**src/rtl/matrix_multiply_engine_top_macros.svh**
```systemverilog
// assertion macros shared by the engine modules
`ifndef MATRIX_MULTIPLY_ENGINE_TOP_MACROS_SVH
`define MATRIX_MULTIPLY_ENGINE_TOP_MACROS_SVH

// same-cycle implication
`define MME_ASSERT_IMPLY(label, clk, rst, ante, cons, msg) \
   label: assert property (@(posedge clk) disable iff (rst) (ante) |-> (cons)) \
      else $error(msg);

// next-cycle implication
`define MME_ASSERT_NEXT(label, clk, rst, ante, cons, msg) \
   label: assert property (@(posedge clk) disable iff (rst) (ante) |=> (cons)) \
      else $error(msg);

`endif

```
**src/rtl/mme_pkg.sv**
```systemverilog
package mme_pkg;

   localparam int DIM_W           = 4;
   localparam int IDX_W           = 3;
   localparam int ELEM_W          = 16;
   localparam int RES_W           = 32;
   localparam int CSR_DATA_W      = 32;
   localparam int CSR_ADDR_W      = 4;
   localparam int MAX_DIM_DEFAULT = 8;
   localparam int FLUSH_CYCLES    = 2;
   localparam int FLUSH_W         = (FLUSH_CYCLES > 1) ? $clog2(FLUSH_CYCLES) : 1;

   typedef enum logic [1:0] {
      CMD_LOAD_A = 2'd0,
      CMD_LOAD_B = 2'd1,
      CMD_START  = 2'd2
   } cmd_code_type;

   typedef enum logic [1:0] {
      REG_ROWS_A    = 2'd0,
      REG_INNER_DIM = 2'd1,
      REG_COLS_B    = 2'd2
   } csr_reg_type;

   typedef enum logic [1:0] {
      ST_IDLE,
      ST_ISSUE,
      ST_FLUSH,
      ST_PUSH
   } state_type;

   // clamped dimensions
   typedef struct packed {
      logic [DIM_W-1:0] nr;
      logic [DIM_W-1:0] nk;
      logic [DIM_W-1:0] nc;
   } dims_type;

   typedef struct packed {
      logic             wr_a;
      logic             wr_b;
      logic             rd;
      logic             first;
      logic             push;
      logic             last;
      logic [IDX_W-1:0] i;
      logic [IDX_W-1:0] j;
      logic [IDX_W-1:0] k;
   } dp_cmd_type;

   typedef struct packed {
      logic out_free;
   } dp_status_type;

endpackage

```
**src/rtl/mme_req_if.sv**
```systemverilog
interface mme_req_if;
   logic                              valid;
   logic                              ready;
   logic [1:0]                        command;
   logic [mme_pkg::IDX_W-1:0]         row_index;
   logic [mme_pkg::IDX_W-1:0]         col_index;
   logic signed [mme_pkg::ELEM_W-1:0] element;

   modport source (output valid, output command, output row_index, output col_index,
                   output element, input ready);
   modport sink (input valid, input command, input row_index, input col_index,
                 input element, output ready);
endinterface

```
**src/rtl/mme_rsp_if.sv**
```systemverilog
interface mme_rsp_if;
   logic                             valid;
   logic                             ready;
   logic [mme_pkg::IDX_W-1:0]        out_row;
   logic [mme_pkg::IDX_W-1:0]        out_col;
   logic signed [mme_pkg::RES_W-1:0] product_value;
   logic                             saturated;
   logic                             last;

   modport source (output valid, output out_row, output out_col, output product_value,
                   output saturated, output last, input ready);
   modport sink (input valid, input out_row, input out_col, input product_value,
                 input saturated, input last, output ready);
endinterface

```
**src/rtl/mme_ram.sv**
```systemverilog
module mme_ram #(
   parameter int WIDTH = 16,
   parameter int DEPTH = 64,
   parameter int AW    = (DEPTH > 1) ? $clog2(DEPTH) : 1
) (
   input  logic             clock,
   input  logic             wr_en,
   input  logic [AW-1:0]    wr_addr,
   input  logic [WIDTH-1:0] wr_data,
   input  logic             rd_en,
   input  logic [AW-1:0]    rd_addr,
   output logic [WIDTH-1:0] rd_data
);

   logic [WIDTH-1:0] mem_ff [DEPTH];
   logic [WIDTH-1:0] rd_data_ff;

   always_ff @(posedge clock) begin
      if (wr_en) begin
         mem_ff[wr_addr] <= wr_data;
      end
      if (rd_en) begin
         rd_data_ff <= mem_ff[rd_addr];
      end
   end

   assign rd_data = rd_data_ff;

endmodule

```
**src/rtl/mme_csr.sv**
```systemverilog
module mme_csr #(
   parameter int MAX_DIM = mme_pkg::MAX_DIM_DEFAULT
) (
   input  logic                            clock,
   input  logic                            reset,
   input  logic                            psel,
   input  logic                            penable,
   input  logic                            pwrite,
   input  logic [mme_pkg::CSR_ADDR_W-1:0]  paddr,
   input  logic [mme_pkg::CSR_DATA_W-1:0]  pwdata,
   output logic [mme_pkg::CSR_DATA_W-1:0]  prdata,
   output mme_pkg::dims_type               dims
);

   localparam logic [mme_pkg::DIM_W-1:0] DIM_MAX   = mme_pkg::DIM_W'(MAX_DIM);
   localparam logic [mme_pkg::DIM_W-1:0] DIM_RESET = mme_pkg::DIM_W'(8);

   logic [mme_pkg::DIM_W-1:0] rows_a_ff, rows_a_in;
   logic [mme_pkg::DIM_W-1:0] inner_dim_ff, inner_dim_in;
   logic [mme_pkg::DIM_W-1:0] cols_b_ff, cols_b_in;
   logic                      wr_en;
   mme_pkg::csr_reg_type      reg_sel;

   function automatic logic [mme_pkg::DIM_W-1:0] clamp_dim(
      input logic [mme_pkg::DIM_W-1:0] v
   );
      logic [mme_pkg::DIM_W-1:0] r;
      r = v;
      if (v == '0) begin
         r = mme_pkg::DIM_W'(1);
      end else if (v > DIM_MAX) begin
         r = DIM_MAX;
      end
      return r;
   endfunction

   assign wr_en   = psel && penable && pwrite;
   assign reg_sel = mme_pkg::csr_reg_type'(paddr[3:2]);

   always_comb begin
      rows_a_in    = rows_a_ff;
      inner_dim_in = inner_dim_ff;
      cols_b_in    = cols_b_ff;
      prdata       = '0;
      unique case (reg_sel)
         mme_pkg::REG_ROWS_A: begin
            rows_a_in = pwdata[mme_pkg::DIM_W-1:0];
            prdata    = mme_pkg::CSR_DATA_W'(rows_a_ff);
         end
         mme_pkg::REG_INNER_DIM: begin
            inner_dim_in = pwdata[mme_pkg::DIM_W-1:0];
            prdata       = mme_pkg::CSR_DATA_W'(inner_dim_ff);
         end
         mme_pkg::REG_COLS_B: begin
            cols_b_in = pwdata[mme_pkg::DIM_W-1:0];
            prdata    = mme_pkg::CSR_DATA_W'(cols_b_ff);
         end
         default: begin
            prdata = '0;
         end
      endcase
   end

   always_ff @(posedge clock) begin
      if (reset) begin
         rows_a_ff    <= DIM_RESET;
         inner_dim_ff <= DIM_RESET;
         cols_b_ff    <= DIM_RESET;
      end else if (wr_en) begin
         rows_a_ff    <= rows_a_in;
         inner_dim_ff <= inner_dim_in;
         cols_b_ff    <= cols_b_in;
      end
   end

   assign dims.nr = clamp_dim(rows_a_ff);
   assign dims.nk = clamp_dim(inner_dim_ff);
   assign dims.nc = clamp_dim(cols_b_ff);

endmodule

```
**src/rtl/mme_datapath.sv**
```systemverilog
`include "matrix_multiply_engine_top_macros.svh"

module mme_datapath #(
   parameter int MAX_DIM = mme_pkg::MAX_DIM_DEFAULT
) (
   input  logic                              clock,
   input  logic                              reset,
   input  mme_pkg::dp_cmd_type               cmd,
   input  logic [mme_pkg::IDX_W-1:0]         wr_row,
   input  logic [mme_pkg::IDX_W-1:0]         wr_col,
   input  logic signed [mme_pkg::ELEM_W-1:0] wr_element,
   output mme_pkg::dp_status_type            status,
   mme_rsp_if.source                         rsp
);

   localparam int DEPTH  = MAX_DIM * MAX_DIM;
   localparam int AW     = (DEPTH > 1) ? $clog2(DEPTH) : 1;
   localparam int PROD_W = 2 * mme_pkg::ELEM_W;
   localparam int ACC_W  = mme_pkg::RES_W + 1 + ((MAX_DIM > 1) ? $clog2(MAX_DIM) : 0);
   localparam int RES_W  = mme_pkg::RES_W;

   logic [AW-1:0]                 wr_addr;
   logic [AW-1:0]                 a_addr;
   logic [AW-1:0]                 b_addr;
   logic [mme_pkg::ELEM_W-1:0]    a_data;
   logic [mme_pkg::ELEM_W-1:0]    b_data;

   logic                          s1_valid_ff;
   logic                          s1_first_ff;
   logic                          s2_valid_ff;
   logic                          s2_first_ff;
   logic signed [PROD_W-1:0]      prod_ff, prod_in;
   logic signed [ACC_W-1:0]       acc_ff, acc_in;

   logic                          out_valid_ff;
   logic [mme_pkg::IDX_W-1:0]     out_row_ff;
   logic [mme_pkg::IDX_W-1:0]     out_col_ff;
   logic [RES_W-1:0]              out_value_ff, out_value_in;
   logic                          out_sat_ff, out_sat_in;
   logic                          out_last_ff;
   logic [ACC_W-RES_W:0]          acc_upper;

   assign wr_addr = AW'(int'(wr_row) * MAX_DIM + int'(wr_col));
   assign a_addr  = AW'(int'(cmd.i) * MAX_DIM + int'(cmd.k));
   assign b_addr  = AW'(int'(cmd.k) * MAX_DIM + int'(cmd.j));

   mme_ram #(.WIDTH(mme_pkg::ELEM_W), .DEPTH(DEPTH), .AW(AW)) u_store_a (
      .clock   (clock),
      .wr_en   (cmd.wr_a),
      .wr_addr (wr_addr),
      .wr_data (wr_element),
      .rd_en   (cmd.rd),
      .rd_addr (a_addr),
      .rd_data (a_data)
   );

   mme_ram #(.WIDTH(mme_pkg::ELEM_W), .DEPTH(DEPTH), .AW(AW)) u_store_b (
      .clock   (clock),
      .wr_en   (cmd.wr_b),
      .wr_addr (wr_addr),
      .wr_data (wr_element),
      .rd_en   (cmd.rd),
      .rd_addr (b_addr),
      .rd_data (b_data)
   );

   // multiply and accumulate
   assign prod_in = $signed(a_data) * $signed(b_data);

   always_comb begin
      acc_in = acc_ff;
      if (s2_valid_ff) begin
         if (s2_first_ff) begin
            acc_in = ACC_W'(prod_ff);
         end else begin
            acc_in = acc_ff + ACC_W'(prod_ff);
         end
      end
   end

   // saturate to the result width
   assign acc_upper = acc_ff[ACC_W-1:RES_W-1];

   always_comb begin
      out_sat_in   = !((&acc_upper) || (~|acc_upper));
      out_value_in = acc_ff[RES_W-1:0];
      if (out_sat_in) begin
         out_value_in = acc_ff[ACC_W-1] ? {1'b1, {(RES_W-1){1'b0}}}
                                        : {1'b0, {(RES_W-1){1'b1}}};
      end
   end

   always_ff @(posedge clock) begin
      if (reset) begin
         s1_valid_ff  <= 1'b0;
         s2_valid_ff  <= 1'b0;
         out_valid_ff <= 1'b0;
      end else begin
         s1_valid_ff <= cmd.rd;
         s2_valid_ff <= s1_valid_ff;
         if (cmd.push) begin
            out_valid_ff <= 1'b1;
         end else if (rsp.ready) begin
            out_valid_ff <= 1'b0;
         end
      end
   end

   always_ff @(posedge clock) begin
      s1_first_ff <= cmd.first;
      s2_first_ff <= s1_first_ff;
      prod_ff     <= prod_in;
      acc_ff      <= acc_in;
      if (cmd.push) begin
         out_row_ff   <= cmd.i;
         out_col_ff   <= cmd.j;
         out_value_ff <= out_value_in;
         out_sat_ff   <= out_sat_in;
         out_last_ff  <= cmd.last;
      end
   end

   assign status.out_free   = !out_valid_ff || rsp.ready;

   assign rsp.valid         = out_valid_ff;
   assign rsp.out_row       = out_row_ff;
   assign rsp.out_col       = out_col_ff;
   assign rsp.product_value = out_value_ff;
   assign rsp.saturated     = out_sat_ff;
   assign rsp.last          = out_last_ff;

   `MME_ASSERT_IMPLY(a_pipe_drained_at_push, clock, reset, cmd.push, !s1_valid_ff && !s2_valid_ff, "accumulator pushed while terms in flight")
   `MME_ASSERT_NEXT(a_push_fills_output, clock, reset, cmd.push, out_valid_ff, "pushed result not held in output register")

endmodule

```
**src/rtl/mme_ctrl.sv**
```systemverilog
`include "matrix_multiply_engine_top_macros.svh"

module mme_ctrl (
   input  logic                         clock,
   input  logic                         reset,
   input  logic                         req_valid,
   input  logic [1:0]                   req_command,
   input  logic [mme_pkg::IDX_W-1:0]    req_row,
   input  logic [mme_pkg::IDX_W-1:0]    req_col,
   output logic                         req_ready,
   input  mme_pkg::dims_type            dims,
   input  mme_pkg::dp_status_type       status,
   output mme_pkg::dp_cmd_type          cmd
);

   localparam int DIM_W = mme_pkg::DIM_W;

   mme_pkg::state_type              state_ff, state_in;
   logic [mme_pkg::IDX_W-1:0]       i_ff, i_in;
   logic [mme_pkg::IDX_W-1:0]       j_ff, j_in;
   logic [mme_pkg::IDX_W-1:0]       k_ff, k_in;
   logic [mme_pkg::FLUSH_W-1:0]     flush_ff, flush_in;
   logic                            i_last;
   logic                            j_last;
   logic                            k_last;
   logic                            elem_last;
   logic                            a_in_range;
   logic                            b_in_range;

   assign i_last    = (DIM_W'(i_ff) + DIM_W'(1)) == dims.nr;
   assign j_last    = (DIM_W'(j_ff) + DIM_W'(1)) == dims.nc;
   assign k_last    = (DIM_W'(k_ff) + DIM_W'(1)) == dims.nk;
   assign elem_last = i_last && j_last;

   assign a_in_range = (DIM_W'(req_row) < dims.nr) && (DIM_W'(req_col) < dims.nk);
   assign b_in_range = (DIM_W'(req_row) < dims.nk) && (DIM_W'(req_col) < dims.nc);

   always_comb begin
      state_in = state_ff;
      unique case (state_ff)
         mme_pkg::ST_IDLE: begin
            if (req_valid && (req_command == mme_pkg::CMD_START)) begin
               state_in = mme_pkg::ST_ISSUE;
            end
         end
         mme_pkg::ST_ISSUE: begin
            if (k_last) begin
               state_in = mme_pkg::ST_FLUSH;
            end
         end
         mme_pkg::ST_FLUSH: begin
            if (flush_ff == '0) begin
               state_in = mme_pkg::ST_PUSH;
            end
         end
         mme_pkg::ST_PUSH: begin
            if (status.out_free) begin
               state_in = elem_last ? mme_pkg::ST_IDLE : mme_pkg::ST_ISSUE;
            end
         end
         default: begin
            state_in = mme_pkg::ST_IDLE;
         end
      endcase
   end

   always_comb begin
      req_ready = 1'b0;
      cmd       = '0;
      cmd.i     = i_ff;
      cmd.j     = j_ff;
      cmd.k     = k_ff;
      cmd.last  = elem_last;
      i_in      = i_ff;
      j_in      = j_ff;
      k_in      = k_ff;
      flush_in  = flush_ff;
      unique case (state_ff)
         mme_pkg::ST_IDLE: begin
            req_ready = 1'b1;
            if (req_valid) begin
               unique case (req_command)
                  mme_pkg::CMD_LOAD_A: begin
                     cmd.wr_a = a_in_range;
                  end
                  mme_pkg::CMD_LOAD_B: begin
                     cmd.wr_b = b_in_range;
                  end
                  mme_pkg::CMD_START: begin
                     i_in = '0;
                     j_in = '0;
                     k_in = '0;
                  end
                  default: begin
                     cmd.wr_a = 1'b0;
                  end
               endcase
            end
         end
         mme_pkg::ST_ISSUE: begin
            cmd.rd    = 1'b1;
            cmd.first = (k_ff == '0);
            if (k_last) begin
               k_in     = '0;
               flush_in = mme_pkg::FLUSH_W'(mme_pkg::FLUSH_CYCLES - 1);
            end else begin
               k_in = k_ff + 1'b1;
            end
         end
         mme_pkg::ST_FLUSH: begin
            flush_in = flush_ff - 1'b1;
         end
         mme_pkg::ST_PUSH: begin
            if (status.out_free) begin
               cmd.push = 1'b1;
               if (j_last) begin
                  j_in = '0;
                  i_in = i_ff + 1'b1;
               end else begin
                  j_in = j_ff + 1'b1;
               end
            end
         end
         default: begin
            req_ready = 1'b0;
         end
      endcase
   end

   always_ff @(posedge clock) begin
      if (reset) begin
         state_ff <= mme_pkg::ST_IDLE;
         i_ff     <= '0;
         j_ff     <= '0;
         k_ff     <= '0;
         flush_ff <= '0;
      end else begin
         state_ff <= state_in;
         i_ff     <= i_in;
         j_ff     <= j_in;
         k_ff     <= k_in;
         flush_ff <= flush_in;
      end
   end

   `MME_ASSERT_IMPLY(a_push_needs_free, clock, reset, cmd.push, status.out_free, "result pushed into a full output register")
   `MME_ASSERT_NEXT(a_last_returns_idle, clock, reset, cmd.push && cmd.last, req_ready, "run did not end after its last element")
   `MME_ASSERT_IMPLY(a_read_inside_dims, clock, reset, cmd.rd, (DIM_W'(cmd.k) < dims.nk) && (DIM_W'(cmd.i) < dims.nr) && (DIM_W'(cmd.j) < dims.nc), "read index outside dimensions")

endmodule

```
**src/rtl/matrix_multiply_engine_top.sv**
```systemverilog
// matrix multiply engine, signed Q8.8 elements, saturated Q16.16 results
// req channel: command load A (0), load B (1) or start (2), with row, column, element.
//   loads take one request per cycle while idle; a load outside the current dimensions is dropped.
// rsp channel: one result per product element, row-major, last set on the final one.
// csr port: rows_a at 0x0, inner_dim at 0x4, cols_b at 0x8, 4 bits each, reset 8;
//   0 acts as 1 and values above MAX_DIM as MAX_DIM in use. write only while idle.
// a start run works out one result at a time with the single multiply-accumulate unit,
//   which reads one A and one B entry per cycle from the two element rams, then drains
//   the multiply and accumulate stages in the flush state, and pushes the result.
// req ready is low from the start request until the last result sits in the output
//   register; loads are then taken while that result waits.
// rsp stall: a result stays in the output register until it is taken; the run holds before its next push.
// reset: dimensions return to 8, output empties, ram contents stay undefined until loaded.
module matrix_multiply_engine_top #(
   parameter int MAX_DIM = mme_pkg::MAX_DIM_DEFAULT
) (
   input  logic                           clock,
   input  logic                           reset,
   mme_req_if.sink                        req,
   mme_rsp_if.source                      rsp,
   input  logic                           csr_psel,
   input  logic                           csr_penable,
   input  logic                           csr_pwrite,
   input  logic [mme_pkg::CSR_ADDR_W-1:0] csr_paddr,
   input  logic [mme_pkg::CSR_DATA_W-1:0] csr_pwdata,
   output logic [mme_pkg::CSR_DATA_W-1:0] csr_prdata,
   output logic                           csr_pready
);

   mme_pkg::dims_type      dims;
   mme_pkg::dp_cmd_type    cmd;
   mme_pkg::dp_status_type status;
   logic                   ready;

   assign csr_pready = 1'b1;
   assign req.ready  = ready;

   mme_csr #(.MAX_DIM(MAX_DIM)) u_csr (
      .clock   (clock),
      .reset   (reset),
      .psel    (csr_psel),
      .penable (csr_penable),
      .pwrite  (csr_pwrite),
      .paddr   (csr_paddr),
      .pwdata  (csr_pwdata),
      .prdata  (csr_prdata),
      .dims    (dims)
   );

   mme_ctrl u_ctrl (
      .clock       (clock),
      .reset       (reset),
      .req_valid   (req.valid),
      .req_command (req.command),
      .req_row     (req.row_index),
      .req_col     (req.col_index),
      .req_ready   (ready),
      .dims        (dims),
      .status      (status),
      .cmd         (cmd)
   );

   mme_datapath #(.MAX_DIM(MAX_DIM)) u_datapath (
      .clock      (clock),
      .reset      (reset),
      .cmd        (cmd),
      .wr_row     (req.row_index),
      .wr_col     (req.col_index),
      .wr_element (req.element),
      .status     (status),
      .rsp        (rsp)
   );

endmodule

```
**src/flat_wrapper.sv**
```systemverilog
// flat-port wrapper written by rule: the top's interface ports become plain ports
module matrix_multiply_engine_top_flat 
#(
   parameter int MAX_DIM = mme_pkg::MAX_DIM_DEFAULT
)
  (clock, reset, csr_psel, csr_penable, csr_pwrite, csr_paddr, csr_pwdata, csr_prdata, csr_pready, req_valid, req_command, req_row_index, req_col_index, req_element, req_ready, rsp_valid, rsp_out_row, rsp_out_col, rsp_product_value, rsp_saturated, rsp_last, rsp_ready);
  mme_req_if req_i ();
  mme_rsp_if rsp_i ();
  input  logic clock;
  input  logic reset;
  input  logic csr_psel;
  input  logic csr_penable;
  input  logic csr_pwrite;
  input  logic [mme_pkg::CSR_ADDR_W-1:0] csr_paddr;
  input  logic [mme_pkg::CSR_DATA_W-1:0] csr_pwdata;
  output logic [mme_pkg::CSR_DATA_W-1:0] csr_prdata;
  output logic csr_pready;
  input wire logic [$bits(req_i.valid)-1:0] req_valid;
  input wire logic [$bits(req_i.command)-1:0] req_command;
  input wire logic [$bits(req_i.row_index)-1:0] req_row_index;
  input wire logic [$bits(req_i.col_index)-1:0] req_col_index;
  input wire logic [$bits(req_i.element)-1:0] req_element;
  output wire logic [$bits(req_i.ready)-1:0] req_ready;
  output wire logic [$bits(rsp_i.valid)-1:0] rsp_valid;
  output wire logic [$bits(rsp_i.out_row)-1:0] rsp_out_row;
  output wire logic [$bits(rsp_i.out_col)-1:0] rsp_out_col;
  output wire logic [$bits(rsp_i.product_value)-1:0] rsp_product_value;
  output wire logic [$bits(rsp_i.saturated)-1:0] rsp_saturated;
  output wire logic [$bits(rsp_i.last)-1:0] rsp_last;
  input wire logic [$bits(rsp_i.ready)-1:0] rsp_ready;
  assign req_i.valid = req_valid;
  assign req_i.command = req_command;
  assign req_i.row_index = req_row_index;
  assign req_i.col_index = req_col_index;
  assign req_i.element = req_element;
  assign req_ready = req_i.ready;
  assign rsp_valid = rsp_i.valid;
  assign rsp_out_row = rsp_i.out_row;
  assign rsp_out_col = rsp_i.out_col;
  assign rsp_product_value = rsp_i.product_value;
  assign rsp_saturated = rsp_i.saturated;
  assign rsp_last = rsp_i.last;
  assign rsp_i.ready = rsp_ready;
  matrix_multiply_engine_top #(.MAX_DIM(MAX_DIM)) u_core (.clock(clock), .reset(reset), .req(req_i), .rsp(rsp_i), .csr_psel(csr_psel), .csr_penable(csr_penable), .csr_pwrite(csr_pwrite), .csr_paddr(csr_paddr), .csr_pwdata(csr_pwdata), .csr_prdata(csr_prdata), .csr_pready(csr_pready));
endmodule
```
**config.mk**
```make
export PLATFORM = sky130hd
export DESIGN_NAME = matrix_multiply_engine_top_flat
export DESIGN_NICKNAME = d
export VERILOG_FILES = /design/src/rtl/mme_pkg.sv /design/src/rtl/mme_req_if.sv /design/src/rtl/mme_rsp_if.sv /design/src/rtl/mme_ram.sv /design/src/rtl/mme_csr.sv /design/src/rtl/mme_datapath.sv /design/src/rtl/mme_ctrl.sv /design/src/rtl/matrix_multiply_engine_top.sv /design/src/flat_wrapper.sv
export VERILOG_INCLUDE_DIRS = /design/src /design/src/rtl
export SDC_FILE = /design/constraint.sdc
export NUM_CORES = 2
export LEC_CHECK = 0
export BUFFER_PORTS_ARGS = -buffer_cell sky130_fd_sc_hd__buf_2
export CAP_MARGIN = 20
export CORE_MARGIN = 1
export CORE_UTILIZATION = 28
export CTS_CLUSTER_SIZE = 28
export DETAILED_ROUTE_END_ITERATION = 16
export HOLD_SLACK_MARGIN = 0.15
export SLEW_MARGIN = 20
export SYNTH_ARGS = -nofsm -noshare
export SYNTH_HDL_FRONTEND = slang
export SYNTH_SLANG_ARGS = --single-unit
```
**constraint.sdc**
```tcl
create_clock -name clock -period 5.9 [get_ports clock]
set_input_delay 1.18 -clock clock [delete_from_list [all_inputs] [get_ports clock]]
set_output_delay 1.18 -clock clock [all_outputs]
set_load 0.03 [all_outputs]
```
==> summary.txt <==
Synth
  • Top cells by area, synth: edfxtp_1 (67%), mux4_2 (13%), fa_1 (5.5%)
  • Top-area cell type share of the netlist area: between 60% and 70%
  • Proportion of synthesized area in mux cells: approximately 15%
  • Asr flop ratio synth: 0%
  • Ys flop type: edfxtp_1
  • Share of the yosys chip area belonging to registers: between 60 and 70%
  • EDFF count, synth: approximately 2200
  • Area leader, netlist: edfxtp_1
  • Synth Area in Adders: 7.18%
  • Synthesized area per cell: 18.4 µm²
  • Largest family of logic cells by synthesized area: multiplexers
  • Syn Inst Count: between 5000 and 6000
  • Synth Area in Compound Gates: around 3.1%
  • XOR/XNOR share of the synthesized area: less than 1%
  • Post-Synth Simple-Gate Area: approximately 3.5%
  • Synthesis-stage register bit count: approximately 2200
  • Post-Syn Area: 0.0965 mm²
  • Ys Warns: 0
  • Synth cell types: 66

Timing
  • Rel. slew slack: a little under a quarter
  • RSZ-0062 raised after global routing: yes
  • Tcrit/Tclk final: 99.7%
  • Worst Tran Pin Value: around 1.2 ns
  • Setup Skew: about 0.11 ns
  • Fin Hold WS: around 0.42 ns
  • Final hold vios: 0
  • Peak Freq: 170 MHz
  • Final setup viols: 0
  • Max-slew violation count: 0
  • Fin crit period: between 5 and 6 ns

Drt
  • Wire length on met2: approximately 110 mm
  • Post-Route WL: between 200 and 250 mm
  • DRT Pass-1 Iters: 5
  • Via density: 4.70
  • Wire length on met3: ~15 mm
  • Iter 0 DRT Violations: 4813
  • Met1 wire length: between 100 and 150 mm
  • # DRC: 0
  • Detail Route Antenna Nets: 0
  • WL/cell: approximately 22 µm
  • Via count: 48811
  • Highest layer used for signal routing: met5

Floorplan
  • Die H: 589 µm
  • Die X: 589 µm
  • Top-Level Pins: 142
  • Starting Density: between 20% and 30%
  • Core Area: ~0.34 mm²
  • Full die area: between 0.3 and 0.4 mm²
  • Row count: about 220

Clock network
  • CTS sink cnt: 2217
  • Number of buffers created by CTS: 220
  • CTS tree: built
  • CTS root buf: clkbuf_16
  • Clk buf depth: 3
  • Clock slew at reported path FFs: roughly 0.06 ns
  • Clk_lat worst skew: approximately 0.91 ns
  • CTS H-tree depth: 4

GRT
  • Total track usage: 13.1%
  • Largest net degree at the start of global routing: 97
  • GR Overflow Total: 0
  • First-pass GRT wire length: between 300 and 400 mm
  • Initial antenna violation count: 19
  • Vias in the first global route: roughly 50000

Final layout
  • Post-route design area: approximately 0.11 mm²
  • Share of cells above drive strength 1: 23.9%
  • Post-Route Utilization: roughly a third
  • Final net count: ~6100
  • Area growth syn-to-layout: 16.1%

Worst setup path
  • Crit path max fanout: 4
  • Critical Path Start Type: flip-flop
  • CP Capture Type: flip-flop
  • Reg2Reg Launch Point: u_core.u_datapath.u_store_b.rd_data[5]
  • Crit path DAT: 6.59 ns
  • Critical Path Source: u_core.u_datapath.u_store_b.rd_data[5]
  • Crit path required time: about 6.6 ns
  • CP Class: flip-flop to flip-flop

Placed design
  • I/O Buffers: between 80 and 90
  • Post-DP HPWL: approximately 140 mm
  • GPL Wtd Cong: just over 0.8
  • Placed Area: 0.104 mm²

Run status
  • Outcome: finished, final reports clean

Run
  • Max-Cap Viols: 0

Min path
  • Worst min path class: flip-flop to flip-flop
  • Hold Crit Start: u_core.u_datapath.s1_first_ff
## kinds of logic (layout without fill, tap and decap cells)
family / Yosys count / count (layout)
xor gates and xnor gates: 73 / 73
buffers and inverters: 601 / 1153
muxes: 725 / 725
and+or+nand+nor: 760 / 760
AOI/OAI and AO/OA: 468 / 468
other: 2 / 40
DFF: 2217 / 2217
adders and majority gates: 396 / 396
## Yosys cell counts (all sizes together), types with 18 or more instances
library cell / count
o221ai: 36
a211oi: 30
nor3: 18
nand2: 255
nor2: 270
inv: 330
a21o: 54
edfxtp: 2156
nand3: 21
o21ai: 125
o22ai: 49
nand2b: 19
fa: 263
buf: 129
xnor2: 47
xor2: 26
mux2i: 180
mux4: 542
ha: 133
clkbuf: 142
a21oi: 110
and2: 125
dfxtp: 61
## per-layer routing
| layer | vias to the layer above | GRT usage, % |
|---|---|---|
| met5 | - | 0 |
| met4 | 10 | 3.50 |
| met3 | 311 | 2.06 |
| met2 | 1604 | 20.8 |
| met1 | 25795 | 18.7 |
| li1 | 21091 | - |
## stage by stage
stage,cells,setup slack (ns),TNS (ns)
after global routing,10380,-0.184,-0.912
after floorplan,5269,0.0210,0
after CTS,10361,-0.0600,-0.107
final,10389,0.0165,0
after global placement,9941,-0.449,-2.49
after detailed placement,9942,-0.330,-1.55
## timing repair
item / 4_1_cts / 5_1_grt
setup endpoints to repair: 9 / 13
pin swaps: 26 / 78
gates resized for setup: 27 / 102
hold buffers: 0 / 0
buffers inserted: 13 / 19
## cells in the final DEF, fill, tap and decap left out, types with 15 or more instances in the layout
| cell | n |
|---|---|
| o221ai_1 | 36 |
| nand3_1 | 19 |
| o21ai_0 | 112 |
| buf_4 | 309 |
| clkinv_2 | 31 |
| clkbuf_16 | 220 |
| inv_1 | 311 |
| clkinvlp_4 | 15 |
| dfxtp_1 | 52 |
| inv_2 | 18 |
| buf_6 | 22 |
| a21oi_1 | 101 |
| mux4_2 | 542 |
| buf_12 | 15 |
| ha_1 | 122 |
| a21o_1 | 54 |
| xnor2_1 | 46 |
| nor2_1 | 266 |
| mux2i_1 | 180 |
| fa_1 | 253 |
| clkinv_1 | 53 |
| edfxtp_1 | 2156 |
| a211oi_1 | 26 |
| nand2_1 | 247 |
| bufinv_16 | 22 |
| xor2_1 | 26 |
| and2_1 | 112 |
| buf_2 | 66 |
| nand2b_1 | 18 |
| conb_1 | 29 |
| o22ai_1 | 48 |
| clkbuf_1 | 48 |
## layout make-up
type	instances	area, µm²
well taps	4557	5700
clock inverters	139	1590
diodes	11	27.5
repair buffers	416	3270
clock buffers	268	5690
multi-input cells	2451	28500
inverters	330	1240
flip-flops and latches	2217	66000
fillers	32519	231000
## critical path, cell delays in order, from the launching register on
cell      delay [ns]
edfxtp_1        0.42
buf_6           0.15
and2_4          0.15
fa_1            0.55
inv_2           0.05
fa_2            0.54
fa_2            0.44
fa_1            0.50
inv_2           0.04
fa_1            0.47
fa_1            0.52
ha_4            0.31
buf_6           0.11
nand2_4         0.06
nor2_4          0.16
nand4_1         0.17
a21oi_2         0.20
o31ai_2         0.09
buf_4           0.15
buf_4           0.12
buf_4           0.12
buf_4           0.12
buf_6           0.11
nand2b_4        0.05
a21oi_2         0.06
xnor2_1         0.12
## registers in the layout (all words and copies together) (netlist names)
register and flops:
u_core.u_datapath.rsp.saturated 1, u_core.u_ctrl.j_ff 3, u_core.u_datapath.s1_valid_ff 1, u_core.u_datapath.rsp.last 1, u_core.u_datapath.rsp.out_row 3, u_core.u_datapath.u_store_a.rd_data 16
u_core.u_datapath.acc_ff 36, u_core.u_csr.rows_a_ff 4, u_core.u_ctrl.i_ff 3, u_core.u_datapath.s2_valid_ff 1, u_core.u_csr.inner_dim_ff 4, u_core.u_datapath.s2_first_ff 1
u_core.u_datapath.prod_ff 32, u_core.u_datapath.rsp.product_value 32, u_core.u_datapath.rsp.out_col 3, u_core.u_datapath.s1_first_ff 1, u_core.u_csr.cols_b_ff 4, u_core.u_ctrl.state_ff 2
u_core.u_datapath.u_store_a.mem_ff 1024, u_core.u_datapath.rsp.valid 1, u_core.u_datapath.u_store_b.rd_data 16, u_core.u_ctrl.k_ff 3, u_core.u_ctrl.flush_ff 1, u_core.u_datapath.u_store_b.mem_ff 1024
## path summary, 6_finish.rpt
path / cells past startpoint / slack (ns) / endpoint
min: 0 / 0.42 / u_core.u_datapath.s2_first_ff
max reg2reg: 25 / 0.02 / u_core.u_datapath.prod_ff[20]
min reg2reg: 0 / 0.42 / u_core.u_datapath.s2_first_ff
max: 25 / 0.02 / u_core.u_datapath.prod_ff[20]
Power is left out: the tool's default activity adds up to more than one toggle a clock period on the data nets, which glitch-free logic cannot reach.
